File: src/hdl/aes_pkg.sv
`default_nettype none
package aes_pkg;

  typedef logic [127:0] block_t;
  typedef logic [7:0] byte_t;

  localparam logic [1:0] OP_LOAD    = 2'd0;
  localparam logic [1:0] OP_ENCRYPT = 2'd1;
  localparam logic [1:0] OP_DECRYPT = 2'd2;

  localparam logic [3:0] MIN_ROUNDS = 4'd10;

  typedef struct packed {
    logic       start;
    logic       decrypt;
    logic       first;
    logic       last;
    logic       capture;
  } aes_cmd_t;

  function automatic byte_t xtime(byte_t a);
    xtime = {a[6:0], 1'b0} ^ (a[7] ? 8'h1b : 8'h00);
  endfunction

  function automatic byte_t gf_mul(byte_t a, byte_t b);
    byte_t p;
    byte_t x;
    p = '0;
    x = a;
    for (int i = 0; i < 8; i++) begin
      if (b[i]) p = p ^ x;
      x = xtime(x);
    end
    gf_mul = p;
  endfunction

  function automatic byte_t gf_inv(byte_t x);
    byte_t r;
    byte_t b;
    r = 8'd1;
    b = x;
    for (int i = 0; i < 8; i++) begin
      if (i != 0) r = gf_mul(r, b);
      b = gf_mul(b, b);
    end
    gf_inv = r;
  endfunction

  function automatic byte_t rotl8(byte_t x, int n);
    rotl8 = byte_t'((x << n) | (x >> (8 - n)));
  endfunction

  function automatic byte_t sbox(byte_t x);
    byte_t b;
    b = gf_inv(x);
    sbox = b ^ rotl8(b, 1) ^ rotl8(b, 2) ^ rotl8(b, 3) ^ rotl8(b, 4) ^ 8'h63;
  endfunction

  function automatic byte_t inv_sbox(byte_t s);
    inv_sbox = gf_inv(rotl8(s, 1) ^ rotl8(s, 3) ^ rotl8(s, 6) ^ 8'h05);
  endfunction

  function automatic byte_t get_byte(block_t s, int i);
    get_byte = s[127 - 8 * i -: 8];
  endfunction

  function automatic block_t sub_shift(block_t s, logic inverse);
    block_t t;
    t = '0;
    for (int c = 0; c < 4; c++) begin
      for (int r = 0; r < 4; r++) begin
        if (inverse)
          t[127 - 8 * (r + 4 * ((c + r) & 3)) -: 8] = inv_sbox(get_byte(s, r + 4 * c));
        else
          t[127 - 8 * (r + 4 * c) -: 8] = sbox(get_byte(s, r + 4 * ((c + r) & 3)));
      end
    end
    sub_shift = t;
  endfunction

  function automatic block_t mix(block_t s, logic inverse);
    block_t t;
    byte_t m [4];
    byte_t v;
    t = '0;
    if (inverse) begin
      m[0] = 8'd14; m[1] = 8'd11; m[2] = 8'd13; m[3] = 8'd9;
    end else begin
      m[0] = 8'd2; m[1] = 8'd3; m[2] = 8'd1; m[3] = 8'd1;
    end
    for (int c = 0; c < 4; c++) begin
      for (int r = 0; r < 4; r++) begin
        v = '0;
        for (int k = 0; k < 4; k++) v = v ^ gf_mul(m[(k - r + 4) & 3], get_byte(s, 4 * c + k));
        t[127 - 8 * (4 * c + r) -: 8] = v;
      end
    end
    mix = t;
  endfunction

endpackage
`default_nettype wire

File: src/hdl/aes_ctrl.sv
`default_nettype none
module aes_ctrl #(
  parameter int MAX_ROUNDS = 14,
  parameter int SW = 4
) (
  input  wire logic           clk,
  input  wire logic           rst,
  input  wire logic           in_fire,
  input  wire logic [1:0]     operation,
  input  wire logic [3:0]     rounds,
  input  wire logic           out_ready,
  output logic                busy,
  output logic                out_valid,
  output aes_pkg::aes_cmd_t   cmd,
  output logic [SW-1:0]       key_raddr
);
  typedef enum logic [1:0] {S_IDLE, S_FETCH, S_RUN, S_DONE} state_t;
  state_t      st;
  logic        dec;
  logic [SW-1:0] cnt;
  logic [SW-1:0] nr;
  logic [SW-1:0] ahead;
  logic [SW-1:0] raddr_next;

  assign busy = (st != S_IDLE);
  assign out_valid = (st == S_DONE);
  assign nr = SW'(rounds < aes_pkg::MIN_ROUNDS ? aes_pkg::MIN_ROUNDS :
              (32'(rounds) > MAX_ROUNDS ? 4'(MAX_ROUNDS) : rounds));

  // The key read address runs one round ahead of the round being computed,
  // since the store output is registered.
  always_comb begin
    cmd = '0;
    cmd.decrypt = dec;
    cmd.start = in_fire && (operation == aes_pkg::OP_ENCRYPT || operation == aes_pkg::OP_DECRYPT);
    cmd.capture = (st == S_RUN);
    cmd.first = (cnt == '0);
    cmd.last = (cnt == nr);
    ahead = (st == S_FETCH) ? cnt + SW'(1) : cnt + SW'(2);
    raddr_next = dec ? nr - ahead : ahead;
  end

  always_ff @(posedge clk) begin
    if (rst) begin
      st <= S_IDLE;
      cnt <= '0;
      dec <= 1'b0;
      key_raddr <= '0;
    end else begin
      unique case (st)
        S_IDLE: begin
          if (cmd.start) begin
            dec <= (operation == aes_pkg::OP_DECRYPT);
            cnt <= '0;
            key_raddr <= (operation == aes_pkg::OP_DECRYPT) ? nr : '0;
            st <= S_FETCH;
          end
        end
        S_FETCH: begin
          key_raddr <= raddr_next;
          st <= S_RUN;
        end
        S_RUN: begin
          if (ahead <= nr) key_raddr <= raddr_next;
          if (cmd.last) st <= S_DONE;
          else cnt <= cnt + 1'b1;
        end
        S_DONE: if (out_ready) st <= S_IDLE;
        default: st <= S_IDLE;
      endcase
    end
  end
endmodule
`default_nettype wire

File: config.mk
export PLATFORM = sky130hd
export DESIGN_NAME = aes_ctrl
export DESIGN_NICKNAME = d
export VERILOG_FILES = /design/src/hdl/aes_pkg.sv /design/src/hdl/aes_ctrl.sv
export SDC_FILE = /design/constraint.sdc
export NUM_CORES = 1
export LEC_CHECK = 0
export BUFFER_PORTS_ARGS = -buffer_cell sky130_fd_sc_hd__buf_2
export CAP_MARGIN = 10
export CORE_MARGIN = 10
export CORE_UTILIZATION = 30
export CTS_CLUSTER_DIAMETER = 150
export DETAILED_ROUTE_END_ITERATION = 10
export PLACE_DENSITY = 0.62
export SETUP_SLACK_MARGIN = 0.15
export SYNTH_ARGS = -nofsm -noshare
export SYNTH_HDL_FRONTEND = slang
export SYNTH_SLANG_ARGS = --single-unit
File: constraint.sdc
create_clock -name clk -period 2.5 [get_ports clk]
set_input_delay 0.125 -clock clk [delete_from_list [all_inputs] [get_ports clk]]
set_output_delay 0.125 -clock clk [all_outputs]
set_load 0.02 [all_outputs]
# --- Yosys cells after proc, flatten, opt, wreduce, memory -nomap -nowiden ---
# Cells that the tools add are included.
op_classes:
  order_cmp: 3
  n_mux: 15
  n_reduce_logical: 11
  addsub: 3
  eq_ne: 11
ops:
  columns: ["op", "count"]
  rows:
  - ["two-way mux 4 bit", 9]
  - ["one-hot mux 4 bit (3 select lines)", 1]
  - ["AND reduction 3 bit", 3]
  - ["one-hot mux 2 bit (4 select lines)", 1]
  - ["one-hot mux 4 bit (2 select lines)", 1]
  - ["equality test 2 bit (second input constant)", 3]
  - ["two-way mux 2 bit", 3]
  - ["!= test 2 bit (second input constant)", 3]
  - ["adder 4 x 1 -> 4 bit (second input constant)", 1]
  - ["adder 4 x 2 -> 4 bit (second input constant)", 1]
  - ["equality test 2 x 1 -> 1 bit (second input constant)", 2]
  - ["equality test 4 bit", 1]
  - ["greater-than comparator 4 bit (second input constant)", 1]
  - ["<= comparator 4 bit", 1]
  - ["logical NOT 4 bit", 1]
  - ["less-than comparator 4 bit (second input constant)", 1]
  - ["!= test 2 x 1 -> 1 bit (second input constant)", 2]
  - ["nonzero test 2 bit", 2]
  - ["subtractor 4 bit", 1]
  - ["nonzero test 3 bit", 1]
  - ["logical NOT 2 bit", 1]
  - ["AND reduction 2 bit", 1]
  - ["logical AND 1 bit", 1]
  - ["logical OR 1 bit", 1]
totals:
  out_inout_bits: 11
  ff_bits: 11
  wordCells: 47
  in_bits: 10

# --- Logic depth before layout (Yosys ltp) ---
# Gate-level depths: netlist of the first run.
logic_depth:
  word_depth: 7
  mapped_depth: 11
  ltp_nobuf: 11

# --- Worst setup path after synthesis of the first run ---
# No wires, ideal clock.
synth_path:
  path_kind: "register -> register"
  startpoint: "reg cnt[0]"
  endpoint: "reg key_raddr[3]"
  setup_ns: 0.117
  t_arrival_ns: 2.352
  period_less_slack_ns: 2.469
  n_path_buf: 0
  slack_ns: 0.031
  required_ns: 2.383
  path_stages_with_launch: 11
  path_cell_list: "dfxtp_1 inv_1 ha_1 and2_1 nor2_1 ha_1 a21boi_0 o21ai_0 o31ai_1 nor3_1 a32o_1"
synth_between:
  elab_chain_len: 6
  elab_cells_between_ends: 10
  cone_classes: "add/sub (3); order compare (1); eq/ne (1); mux (4); reduce/logical (1)"
synth_rtl:
  columns: ["element", "line", "source"]
  rows:
  - ["start, declared", "aes_ctrl.sv:20", "logic [SW-1:0] cnt;"]
  - ["start signal, assigned", "aes_ctrl.sv:66", "else cnt <= cnt + 1'b1;"]
  - ["adder 4 x 2 -> 4 bit / adder 4 x 1 -> 4 bit (equally long branches)", "aes_ctrl.sv:39", "ahead = (st == S_FETCH) ? cnt + SW'(1) : cnt + SW'(2);"]
  - ["two-way mux 4 bit (*)", "aes_ctrl.sv:39", null]
  - ["subtractor 4 bit", "aes_ctrl.sv:40", "raddr_next = dec ? nr - ahead : ahead;"]
  - ["two-way mux 4 bit", "aes_ctrl.sv:40", null]
  - ["two-way mux 4 bit", "aes_ctrl.sv:64", "if (ahead <= nr) key_raddr <= raddr_next;"]
  - ["one-hot mux 4 bit (3 select lines)", "aes_ctrl.sv:50", "unique case (st)"]
  - ["end signal, assigned", "aes_ctrl.sv:55", "key_raddr <= (operation == aes_pkg::OP_DECRYPT) ? nr : '0;"]
  - ["end signal, assigned", "aes_ctrl.sv:60", "key_raddr <= raddr_next;"]
  - ["end signal, assigned", "aes_ctrl.sv:64", null]
  - ["end, declared", "aes_ctrl.sv:15", "output logic [SW-1:0] key_raddr"]
# Every way passes the cells marked *; elsewhere a longest branch is shown, timed or not. The select of a mux whose other input is x is not followed.
# A chain may end at the register's enable or synchronous reset.

# --- Final worst setup path of the first run ---
layout_path:
  startpoint: "reg cnt[0]"
  endpoint: "reg key_raddr[0]"
# Same word-level chain as after synthesis.

==> flow_summary.ini, run 1 <==
[grt]
first_pass_grt_wire_length_um = 4830
initial_antenna_violation_count = 0
grt_max_degree = 12
grt.overflow.total = 0
via_count_of_the_first_global_routing_pass = 1062
gr_usage_total = 0.0910

[layout]
syn2layout_area_growth_pct = 32.2
filler_cell_count = 374
layout.core_utilization = 0.412
layout_cell_share_with_drive_strength_beyond_1 = 0.389
layout.nets = 187
multiInputGateArea_um2 = 836
layout.cell_area.non_filler_um2 = 1390
seqCellArea_um2 = 229
antennaDiodeCount = 0

[clocking]
tritoncts.num_buffers = 3
clock_insertion_delay_worst_skew_ps = 270
tritoncts_clock_tree = yes
cts_hold_buf = 0
cts.clk_slew.worst_paths_ps = 70
clock_tree.root_cell = sky130_fd_sc_hd__clkbuf_4
cts.path.max_buffers = 2
cts_num_sinks = 11
cts_max_level = 1

[floorplan]
number_of_placement_rows = 21
full_die_area_um2 = 6260
floorplan.die.height_um = 79.1
initial_utilization = 0.312
floorplan.core_area_um2 = 3360
io_pins = 21
floorplan.die.width_um = 79.1

[critical_path]
number_of_gates_on_the_worst_path_with_buffers_counted = 10
worst-endpoint-arrival_ps = 2470
regToRegStartpoint = cnt[0]
startpoint_type = flop
worstSetupEndpointType = flop
slowest_delay_ps = 380
crit_fanout = 6
critical_path_buf_inv_count = 1
timing.critical_path.slowest_stage_cell = sky130_fd_sc_hd__o31ai_4
crit_path_cell_trace = buf_4 > ha_2 > xor2_1 > mux2i_2 > ha_1 > nand2_1 > o21ai_2 > o31ai_4 > mux2i_1 > nor2_1
critPathTopFamily = adder cells
worstRegToRegCells = 10
crit_type = flop to flop
critical_path_required_ps = 2650
crit_start = cnt[0]

[routing]
detail_route.iter0.violations = 43
route.vias.total = 1057
drtAntennaViolNets = 0
drt-pass1-iter-count = 4
drc = 0
route.detailed.vias_per_inst = 5.08
drt_wl_total_um = 3010
wire_per_inst_um = 14.5

[synth]
netlist-cell-type-count = 42
async_reset_ff_frac = 0
synth.cells.most_frequent = sky130_fd_sc_hd__inv_1, sky130_fd_sc_hd__ha_1, sky130_fd_sc_hd__nand2_1
synth.top_cells.by_area = sky130_fd_sc_hd__dfxtp_1, sky130_fd_sc_hd__ha_1, sky130_fd_sc_hd__inv_1, sky130_fd_sc_hd__mux2i_1, sky130_fd_sc_hd__o21ai_0
synth_fp_nets = 157
netlist.top_cell.by_area = sky130_fd_sc_hd__dfxtp_1
yosysWarnings = 0
yosys_register_bits = 11
post-synth-top-count-cell = sky130_fd_sc_hd__inv_1
ys_seq_area_frac = 0.210
synth_cells = 133
avgSynthCellArea_um2 = 7.88
synthesis.area_um2 = 1050
synth_enable_flop_cells = 0
ys.flop_type = sky130_fd_sc_hd__dfxtp_1
synth_top_area_share = 0.210

[power_and_ir_drop]
power.density_cell_area_nw_per_um2 = 836
worst_ir_drop_on_vdd_mv = 0.533
p_leak_nw = 0.605
report.power.total_mw = 1.16

[job]
max-cap-violations = 0

[timing]
fmaxAchievable_mhz = 431
timing_hold_violations_final = 0
finalWorstPathRequiredPeriod_ps = 2320
hold-worst-slack_ps = 191
setup_violations = 0
drv_slew = 0
grt_setup_unrepaired = yes
setup_slack_ps = 178
post-route-period-util = 0.929
skew_ps = 6.68

[worst_hold_path]
holdCritStartpoint = rst
worstHoldPathCells = 2
worstHoldPathType = primary input to flop

[place]
postPlaceCellArea_um2 = 1220
post-dp-hpwl_um = 2300
pre_cts_ws_ps = -111
place.gp.congestion = 0.876
io_buffer_count = 20

[status]
status = finished clean
timing repair:
item	CTS	global route
endpoints found under the setup margin	4	4
buffers inserted	1	4
resized for setup	18	12
pin swaps	4	7
gates cloned	0	0
power breakdown:
| part | internal [mW] | switching [mW] |
|---|---|---|
| Sequential | 0.224 | 0.0401 |
| Combinational | 0.325 | 0.450 |
| Clock | 0.0617 | 0.0588 |
| Total | 0.611 | 0.549 |
per-stage QoR:
stage	TNS (ps)	cells
2_1_floorplan	0	133
3_3_place_gp	0	199
3_5_place_dp	-331	199
4_1_cts	0	204
5_1_grt	0	208
6_report	0	208
metal layers:
layer,GRT usage,vias up,wire length (µm)
met1,0.113,509,1450
met3,0.0158,2,88
met2,0.158,26,1460
met4,0.0215,0,12
li1,-,520,-
met5,0,-,0
path summary, 6_finish.rpt:
kind / slack, ps / end
setup reg to reg: 180 / key_raddr[0]
hold / removal: 190 / key_raddr[1]
setup / recovery: 180 / key_raddr[0]
hold reg to reg: 490 / key_raddr[3]
worst register-to-register path, stage by stage (launching register included):
cell	delay, ps
sky130_fd_sc_hd__dfxtp_1	330
sky130_fd_sc_hd__buf_4	140
sky130_fd_sc_hd__ha_2	190
sky130_fd_sc_hd__xor2_1	150
sky130_fd_sc_hd__mux2i_2	230
sky130_fd_sc_hd__ha_1	300
sky130_fd_sc_hd__nand2_1	90
sky130_fd_sc_hd__o21ai_2	80
sky130_fd_sc_hd__o31ai_4	380
sky130_fd_sc_hd__mux2i_1	260
sky130_fd_sc_hd__nor2_1	60
state kept, by name, summed over array words and instances, names as in the netlist:
| signal | flops |
|---|---|
| key_raddr | 4 |
| st | 2 |
| dec | 1 |
| cnt | 4 |
layout by cell type (no fill, tap or decap), drive strengths merged, types with 3 or more instances in the layout:
cell type / n
buf: 30
inv: 16
nand2: 13
ha: 13
dfxtp: 11
nor2: 10
o21ai: 10
a21oi: 6
mux2i: 5
clkbuf: 4
nand4: 3
xnor2: 3
a21boi: 3
area by class of cell:
cell class                 count  share of cell area
timing repair buffer          30               0.126
inverter                      16              0.0451
tap                           46              0.0415
sequential                    11               0.165
clock buffer                   4              0.0190
multi-input combinational    101               0.603
cells by family after synthesis:
| group | count (synthesis) | share of synthesized area |
|---|---|---|
| flip-flops | 11 | 0.210 |
| AND/OR/NAND/NOR | 45 | 0.235 |
| other | 1 | 0.00358 |
| adder cells (fa/ha/maj) | 14 | 0.174 |
| multiplexers | 6 | 0.0585 |
| AO/OA/AOI/OAI | 30 | 0.197 |
| buffers and inverters | 21 | 0.0800 |
| XOR/XNOR | 5 | 0.0418 |
Power figures use the tool's default switching activity.
==> run 2, diff against run 1 <==
--- a/config.mk
+++ b/config.mk
@@ -11,7 +11,7 @@
 export CORE_UTILIZATION = 30
 export CTS_CLUSTER_DIAMETER = 150
 export DETAILED_ROUTE_END_ITERATION = 10
-export PLACE_DENSITY = 0.62
+export PLACE_DENSITY = 0.61
 export SETUP_SLACK_MARGIN = 0.15
 export SYNTH_ARGS = -nofsm -noshare
 export SYNTH_HDL_FRONTEND = slang
==> constraint.sdc (replaced) <==
create_clock -name clk -period 2.71 [get_ports clk]
set_input_delay 0.1355 -clock clk [delete_from_list [all_inputs] [get_ports clk]]
set_output_delay 0.1355 -clock clk [all_outputs]
set_load 0.02 [all_outputs]
==> run 2 against run 1 <==
Effect of this change:
- cell area fell by 7.9%
- first-iteration DRC count is 7.0% lower
- clock power decreased by 3%
- combinational power decreased by 20%
- utilization is 3.3 points lower
==> flow_summary.ini, run 2 (same netlist as run 1, synthesis figures left out) <==
[status]
status = finished clean

[power_and_ir_drop]
cell_internal_power_uw = 506
power.density_cell_area_nw_per_um2 = 761
p_leak_nw = 0.568
p_sw_frac = 0.479
power_frac_comb = 0.641
worst_ir_drop_on_vdd_mv = 0.464
power.net_switching_uw = 465
power_frac_seq = 0.239
power.share.clock = 0.120

[clocking]
cts_max_level = 1
clock_tree.root_cell = sky130_fd_sc_hd__clkbuf_4
cts.path.max_buffers = 2
tritoncts.num_buffers = 3
clock_insertion_delay_worst_skew_ps = 280
cts.clk_slew.worst_paths_ps = 80
cts_num_sinks = 11
tritoncts_clock_tree = yes
cts_hold_buf = 0

[timing]
grt_setup_unrepaired = yes
skew_ps = 9.87
drv_slew = 0
finalWorstPathRequiredPeriod_ps = 2420
setup_violations = 0
fmaxAchievable_mhz = 414
hold-worst-slack_ps = 182
post-route-period-util = 0.892
timing_hold_violations_final = 0

[layout]
syn2layout_area_growth_pct = 21.7
multiInputGateArea_um2 = 785
largest_registers = cnt (4), key_raddr (4), st (2)
commonest_cells_after_routing_fill_and_taps_aside = sky130_fd_sc_hd__buf_2, sky130_fd_sc_hd__inv_1, sky130_fd_sc_hd__nand2_1, sky130_fd_sc_hd__ha_1
layout_cell_share_with_drive_strength_beyond_1 = 0.284
filler_cell_count = 375
layout.nets = 180
seqCellArea_um2 = 225
antennaDiodeCount = 0
final-instance-count-excl-fill = 201
mostFrequentLayoutCell = sky130_fd_sc_hd__buf_2

[grt]
via_count_of_the_first_global_routing_pass = 1046
first_pass_grt_wire_length_um = 4540
gr_usage_total = 0.0871
grt.overflow.total = 0
grt_max_degree = 12
initial_antenna_violation_count = 0

[critical_path]
startpoint_type = flop
regToRegStartpoint = cnt[0]
worstRegToRegCells = 11
crit_fanout = 5
timing.reg2reg.setup_slack_ps = 290
worstSetupEndpointType = flop
critical_path_required_ps = 2870
worst-endpoint-arrival_ps = 2580
crit_type = flop to flop
crit-reg2reg-capture = key_raddr[3]

[routing]
wire_per_inst_um = 13.9
drt_wl_total_um = 2790
detail_route.wirelength.met1_um = 1300
maxUsedRoutingLayer = met4
drt-pass1-iter-count = 4
route.vias.total = 1013
dr_wl_met2_um = 1270
detail_route.iter0.violations = 40
drtAntennaViolNets = 0
drc = 0
route.detailed.vias_per_inst = 5.04
met3_length_um = 191

[place]
placedCellCount = 195
place.gp.congestion = 0.809
post-dp-hpwl_um = 2170
io_buffer_count = 20

[worst_hold_path]
min_to = cnt[0]
worstHoldPathType = primary input to flop
holdCritStartpoint = rst
worstHoldPathCells = 2

[floorplan]
floorplan.die.width_um = 79.1
number_of_placement_rows = 21
full_die_area_um2 = 6260
initial_utilization = 0.312
io_pins = 21
floorplan.die.height_um = 79.1
floorplan.core_area_um2 = 3360

[job]
max-cap-violations = 0
-- run 2: changes by cell type in the layout (fill, tap and decap cells not counted), sizes merged --
| cell | delta |
|---|---|
| buf | -7 |
-- run 2: cell type report --
class,count,share of cell area
multi-input cells,101,0.615
inverters,16,0.0471
repair buffers,23,0.0961
clock buffers,4,0.0206
flip-flops and latches,11,0.176
well taps,46,0.0451
-- run 2: worst max-delay path, stage by stage (launching register included) --
cell and delay (ps):
sky130_fd_sc_hd__dfxtp_4 350, sky130_fd_sc_hd__inv_1 150, sky130_fd_sc_hd__ha_4 240, sky130_fd_sc_hd__and2_1 150, sky130_fd_sc_hd__nor2_2 130, sky130_fd_sc_hd__inv_1 70
sky130_fd_sc_hd__fa_1 420, sky130_fd_sc_hd__a21boi_0 140, sky130_fd_sc_hd__o21ai_1 150, sky130_fd_sc_hd__o31ai_2 90, sky130_fd_sc_hd__buf_4 170, sky130_fd_sc_hd__a32o_1 250
-- run 2: worst max-delay path by stage --
stage	startpoint	endpoint	slack (ps)	cells after the start
after floorplan	cnt[0]	key_raddr[3]	240	10
after global placement	cnt[0]	key_raddr[3]	-40	10
after detailed placement	cnt[0]	key_raddr[3]	-70	10
after CTS	cnt[0]	key_raddr[3]	170	10
after global routing	st[1]	key_raddr[1]	140	11
final	cnt[0]	key_raddr[3]	290	11
-- run 2: metrics by stage --
stage / setup TNS [ps] / total power, mW / instance area [µm²] / util / worst slack (ps)
finish: 0 / 0.972 / 1280 / 0.379 / 293
global route: 0 / 1.05 / 1280 / 0.379 / 143
CTS: 0 / 0.931 / 1230 / 0.365 / 171
detailed placement: -176 / 0.802 / 1190 / 0.354 / -69.2
global placement: -74.9 / 0.789 / 1190 / 0.354 / -39.2
floorplan: 0 / 0.661 / 1050 / - / 241
-- run 2: routing by layer --
metal,GRT usage,vias to the layer above
met1,0.106,467
met2,0.139,35
met3,0.0282,4
met5,0,-
met4,0.0305,0
li1,-,507
-- run 2: power groups by stage --
stage | clock (mW) | combinational (mW) | sequential, mW
global placement | 0 | 0.555 | 0.234
global route | 0.125 | 0.690 | 0.237
detailed placement | 0 | 0.565 | 0.237
CTS | 0.118 | 0.580 | 0.233
floorplan | 0 | 0.401 | 0.259
finish | 0.117 | 0.623 | 0.232
-- run 2: repair_timing --
action	4_1_cts	5_1_grt
resized for setup	5	7
pin swaps	1	3
setup buffers	0	2
setup endpoints to repair	4	4
